[src/rtl/core/fdl_pkg.sv]
// ----------------------------------------------------------------------------
// fdl_pkg
// Shared types, register codes and constants of the feedback delay line.
// ----------------------------------------------------------------------------
package fdl_pkg;

   localparam int MAX_DELAY_DEF = 65536;
   localparam int CHANNELS_DEF  = 2;
   localparam int MAX_BLOCK_DEF = 4096;

   localparam int SAMPLE_W   = 24;
   localparam int CSR_ADDR_W = 3;
   localparam int CSR_DATA_W = 25;

   localparam logic [CSR_ADDR_W-1:0] CSR_DELAY_LENGTH  = 3'd0;
   localparam logic [CSR_ADDR_W-1:0] CSR_FEEDBACK_GAIN = 3'd1;
   localparam logic [CSR_ADDR_W-1:0] CSR_WET_MIX       = 3'd2;
   localparam logic [CSR_ADDR_W-1:0] CSR_GAIN_BEGIN    = 3'd3;
   localparam logic [CSR_ADDR_W-1:0] CSR_GAIN_STEP     = 3'd4;
   localparam logic [CSR_ADDR_W-1:0] CSR_BLOCK_LENGTH  = 3'd5;
   localparam logic [CSR_ADDR_W-1:0] CSR_CHANNEL_COUNT = 3'd6;

   localparam logic [16:0] DELAY_LENGTH_RST  = 17'd48000;
   localparam logic [15:0] FEEDBACK_GAIN_RST = 16'd16384;
   localparam logic [15:0] WET_MIX_RST       = 16'd16384;
   localparam logic [23:0] GAIN_BEGIN_RST    = 24'd4194304;
   localparam logic [24:0] GAIN_STEP_RST     = 25'd0;
   localparam logic [12:0] BLOCK_LENGTH_RST  = 13'd512;
   localparam logic [1:0]  CHANNEL_COUNT_RST = 2'd2;

   localparam logic [15:0] UNITY_Q15 = 16'd32768;
   localparam int GAIN_FRAC = 22;
   localparam int MIX_FRAC  = 15;
   localparam int WET_W     = 26;
   localparam int MUL_A_W   = 27;
   localparam int MUL_B_W   = 25;
   localparam int PROD_W    = MUL_A_W + MUL_B_W;
   localparam int SAT_IN_W  = 40;

   typedef struct packed {
      logic signed [SAMPLE_W-1:0] sample_in;
      logic                       channel;
   } fdl_req_type;

   typedef struct packed {
      logic signed [SAMPLE_W-1:0] sample_out;
      logic                       channel_out;
   } fdl_rsp_type;

   typedef struct packed {
      logic busy;
      logic done;
   } fdl_rem_status_type;

   function automatic logic signed [SAMPLE_W-1:0] sat24(input logic signed [SAT_IN_W-1:0] v);
      logic signed [SAMPLE_W-1:0] r;
      if (v > 40'sd8388607) begin
         r = 24'sh7FFFFF;
      end else if (v < -40'sd8388608) begin
         r = 24'sh800000;
      end else begin
         r = v[SAMPLE_W-1:0];
      end
      return r;
   endfunction

endpackage

[src/rtl/core/fdl_remainder.sv]
// ----------------------------------------------------------------------------
// fdl_remainder
// Restoring remainder unit: one dividend bit per cycle, used to fold a ring
// position back into a shortened ring.
// ----------------------------------------------------------------------------
module fdl_remainder #(
   parameter  int MAX_DELAY = fdl_pkg::MAX_DELAY_DEF,
   localparam int PW        = $clog2(MAX_DELAY),
   localparam int LW        = $clog2(MAX_DELAY + 1)
) (
   input  logic                         clock,
   input  logic                         reset,
   input  logic                         start,
   input  logic [PW-1:0]                dividend,
   input  logic [LW-1:0]                divisor,
   output logic [PW-1:0]                remainder,
   output fdl_pkg::fdl_rem_status_type  status
);

   localparam int CNW = $clog2(PW + 1);

   logic          busy_ff, busy_in;
   logic          done_ff, done_in;
   logic [CNW-1:0] cnt_ff, cnt_in;
   logic [PW-1:0] quo_ff, quo_in;
   logic [LW-1:0] rem_ff, rem_in;
   logic [LW:0]   trial;
   logic [LW:0]   diff;

   assign trial = {rem_ff, quo_ff[PW-1]};
   assign diff  = trial - {1'b0, divisor};

   always_comb begin
      busy_in = busy_ff;
      done_in = 1'b0;
      cnt_in  = cnt_ff;
      quo_in  = quo_ff;
      rem_in  = rem_ff;
      if (start) begin
         busy_in = 1'b1;
         cnt_in  = CNW'(PW);
         quo_in  = dividend;
         rem_in  = '0;
      end else if (busy_ff) begin
         quo_in = quo_ff << 1;
         rem_in = (trial >= {1'b0, divisor}) ? diff[LW-1:0] : trial[LW-1:0];
         cnt_in = cnt_ff - CNW'(1);
         if (cnt_ff == CNW'(1)) begin
            busy_in = 1'b0;
            done_in = 1'b1;
         end
      end
   end

   always_ff @(posedge clock) begin
      if (reset) begin
         busy_ff <= 1'b0;
         done_ff <= 1'b0;
         cnt_ff  <= '0;
      end else begin
         busy_ff <= busy_in;
         done_ff <= done_in;
         cnt_ff  <= cnt_in;
      end
      quo_ff <= quo_in;
      rem_ff <= rem_in;
   end

   assign remainder   = rem_ff[PW-1:0];
   assign status.busy = busy_ff;
   assign status.done = done_ff;

endmodule

[config.mk]
export PLATFORM = sky130hd
export DESIGN_NAME = fdl_remainder
export DESIGN_NICKNAME = d
export VERILOG_FILES = /design/src/rtl/core/fdl_pkg.sv /design/src/rtl/core/fdl_remainder.sv
export SDC_FILE = /design/constraint.sdc
export NUM_CORES = 1
export LEC_CHECK = 0
export ABC_AREA = 0
export BUFFER_PORTS_ARGS = -buffer_cell sky130_fd_sc_hd__clkbuf_2
export CAP_MARGIN = 20
export CORE_UTILIZATION = 56
export CTS_CLUSTER_DIAMETER = 60
export DETAILED_ROUTE_END_ITERATION = 8
export PLACE_DENSITY = 0.82
export SLEW_MARGIN = 10
export SYNTH_ARGS = -nofsm -noshare
export SYNTH_HDL_FRONTEND = slang
export SYNTH_SLANG_ARGS = --single-unit
[constraint.sdc]
create_clock -name clock -period 3.4 [get_ports clock]
set_input_delay 0.17 -clock clock [delete_from_list [all_inputs] [get_ports clock]]
set_output_delay 0.17 -clock clock [all_outputs]
set_load 0.005 [all_outputs]
==> out/qor.json <==
{
  "synthesis": {
    "synth_most_common_cell": "inv_1",
    "synthesis.nets": 362,
    "number_of_enable_type_register_cells_in_the_synthesized_netlist": 16,
    "synth_seq_cells": 40,
    "synth_area_leaders": "dfxtp_1, edfxtp_1, ha_1",
    "synth_area_um2": 2820,
    "synth_seq_area_share_pct": 34.0,
    "yosysWarnings": 0,
    "syn-mean-instance-area_um2": 9.22,
    "post-synth-top-area-fraction_pct": 17.0,
    "synth.largest_area_cell": "dfxtp_1",
    "yosys.cell_types.count": 59,
    "netlist_instances": 306,
    "synthTopCellsByCount": "inv_1, dfxtp_1, nor2_1, buf_4, ha_1",
    "synth_ff_type": "dfxtp_1",
    "ys_async_sr_fraction_pct": 0
  },
  "worst_setup_path": {
    "worst_setup_path_end_kind": "flip-flop",
    "cp.depth": 11,
    "path_max_fanout": 24,
    "cp.buffers_inverters": 3,
    "critPathMaxStageDelay_ps": 390,
    "arr_time_crit_path_ps": 3050,
    "r2r_cells": 11,
    "critPathSlowestCell": "fa_1",
    "path_cells": "inv_1, ha_1, inv_1, fa_1, a21o_1, a221oi_4, o21ai_2, a211oi_4, buf_4, nor2_1, a2111oi_2",
    "setup.worst_path.class": "flip-flop to flip-flop",
    "crit_path_start_kind": "flip-flop",
    "worst_path_most_repeated_cell": "inv_1",
    "cpLargestDelayFamily": "compound AO/OA/AOI/OAI gates",
    "timing.critical_path.required_ps": 3600
  },
  "drt": {
    "maxUsedRoutingLayer": "met4",
    "routed_wl_um": 5580,
    "drt-met1-wl_um": 2670,
    "drt_iter0_markers": 157,
    "vias_per_cell": 5.64,
    "met3_length_um": 296,
    "drc": 0,
    "drt_first_pass_iters": 4,
    "drtAntennaViolNets": 0,
    "met2WireLength_um": 2560,
    "wl_per_cell_um": 13.7,
    "vias": 2290
  },
  "pwr": {
    "cellPowerDensity_nw_per_um2": 405,
    "p_leak_nw": 1.43,
    "p_total_mw": 1.26,
    "vdd_drop_max_mv": 0.326
  },
  "clock_network": {
    "htreeDepth": 2,
    "cts-root-buf": "clkbuf_8",
    "tritoncts_clock_tree": "yes",
    "path_clk_slew_ps": 80,
    "cts_max_path_buffers": 2,
    "clock_insertion_delay_worst_skew_ps": 290,
    "post_cts.resized_instances": 0,
    "post_cts_buffers": 0,
    "numCtsBuffers": 5,
    "cts_hold_repair.buffers": 0,
    "tritoncts_num_sinks": 40
  },
  "placed_design": {
    "place_hpwl_um": 4120,
    "buffer_ports.inserted": 53,
    "dp.cells": 398,
    "post-place-ws_ps": 558,
    "placedInstanceArea_um2": 2990,
    "gp_routability_congestion": 0.900
  },
  "sta": {
    "final_critical_path_setup_slack_ps": 542,
    "final_period_minus_worst_setup_slack_ps": 2860,
    "worst_clock_skew_ps": 6.06,
    "final_hold_viol_count": 0,
    "slew_headroom_pct": 59.8,
    "rsz0062_at_grt": "false",
    "max_freq_mhz": 350,
    "timing_worst_slew_pin_value_ps": 602,
    "tns_ps": 0,
    "report.final.setup_viol": 0,
    "drv_slew": 0,
    "hold_ws_ps": 136,
    "final_min_period_over_clock_period_pct": 84.0
  },
  "final_layout": {
    "final_core_utilization_pct": 65.0,
    "layout.nets": 394,
    "final-instance-count-excl-fill": 406,
    "area_growth_pct": 10.2,
    "postLayoutCellArea_um2": 3110,
    "n_antenna_cell": 0,
    "post_route_cells_drive_above_1_share_pct": 24.5
  },
  "floorplan": {
    "start_util_pct": 59.0,
    "floorplan.die.width_um": 73.0,
    "rows": 25,
    "fp.coreArea_um2": 4790,
    "floorplan.io_pins": 54,
    "dieHeight_um": 73.0,
    "fp.dieArea_um2": 5330
  },
  "run": {
    "cap_violations": 0
  },
  "min_path": {
    "worst_hold_path_type": "primary input to flip-flop",
    "hold_path_cell_cnt": 2
  },
  "global_routing": {
    "grt_antenna_before_repair": 0,
    "gr-usage-all-layers_pct": 22.0,
    "first_global_vias": 2056,
    "grt_start_max_net_pins": 36,
    "grt_remaining_overflow": 0,
    "grt_first_pass_wirelength_um": 8970
  },
  "status": {
    "status": "complete, no violations"
  }
}
==> cells by family after synthesis <==
| group | Yosys count | synth area share, % |
|---|---|---|
| compound gates | 74 | 19.5 |
| xor+xnor | 14 | 4.34 |
| fa+ha+maj | 20 | 9.13 |
| buf+inv | 59 | 10.8 |
| flops | 40 | 34.0 |
| mux | 24 | 9.18 |
| simple gates | 75 | 12.9 |
==> flip-flops by register name, indices dropped and copies added (netlist names) <==
name,cells
busy_ff,1
cnt_ff,5
done_ff,1
quo_ff,16
rem_ff,17
==> cell usage in the layout, fill, tap and decap left out, drive strengths merged, types with 6 or more instances in the layout <==
cell type  Yosys  routed
nor2          22      22
nor3           9       9
a211oi         9       9
ha            19      19
clkbuf         4      58
dfxtp         24      24
edfxtp        16      16
nand2         18      18
mux2i          9       9
mux2          15      15
xor2           8       8
o21ai         16      16
xnor2          6       6
a21oi         12      12
inv           28      28
==> area by class of cell <==
cell class | count | area (um2)
Sequential cell | 40 | 961
Inverter | 28 | 105
Timing Repair Buffer | 56 | 288
Tap cell | 67 | 83.8
Fill cell | 396 | 1680
Multi-Input combinational cell | 207 | 1560
Clock inverter | 3 | 47.5
Clock buffer | 5 | 68.8
==> metal layers <==
| layer | vias up | GRT usage, % |
|---|---|---|
| met5 | - | 0 |
| met4 | 0 | 6.97 |
| met3 | 8 | 4.14 |
| met2 | 62 | 35.0 |
| met1 | 1055 | 30.3 |
| li1 | 1165 | - |
==> final timing paths <==
| path | to | slack (ps) | start |
|---|---|---|---|
| min reg2reg | rem_ff[2] | 510 | rem_ff[2] |
| max | rem_ff[10] | 540 | quo_ff[15] |
| min | cnt_ff[0] | 140 | reset |
| max reg2reg | rem_ff[10] | 540 | quo_ff[15] |
==> where the power goes <==
part           total, mW  leakage, nW  internal (mW)  switching, mW
clock network      0.394       0.0583          0.221          0.173
registers          0.564        0.358          0.540         0.0238
logic              0.302         1.01          0.136          0.166
total               1.26         1.43          0.897          0.363
Note: power is estimated with default switching activity, not from simulation.
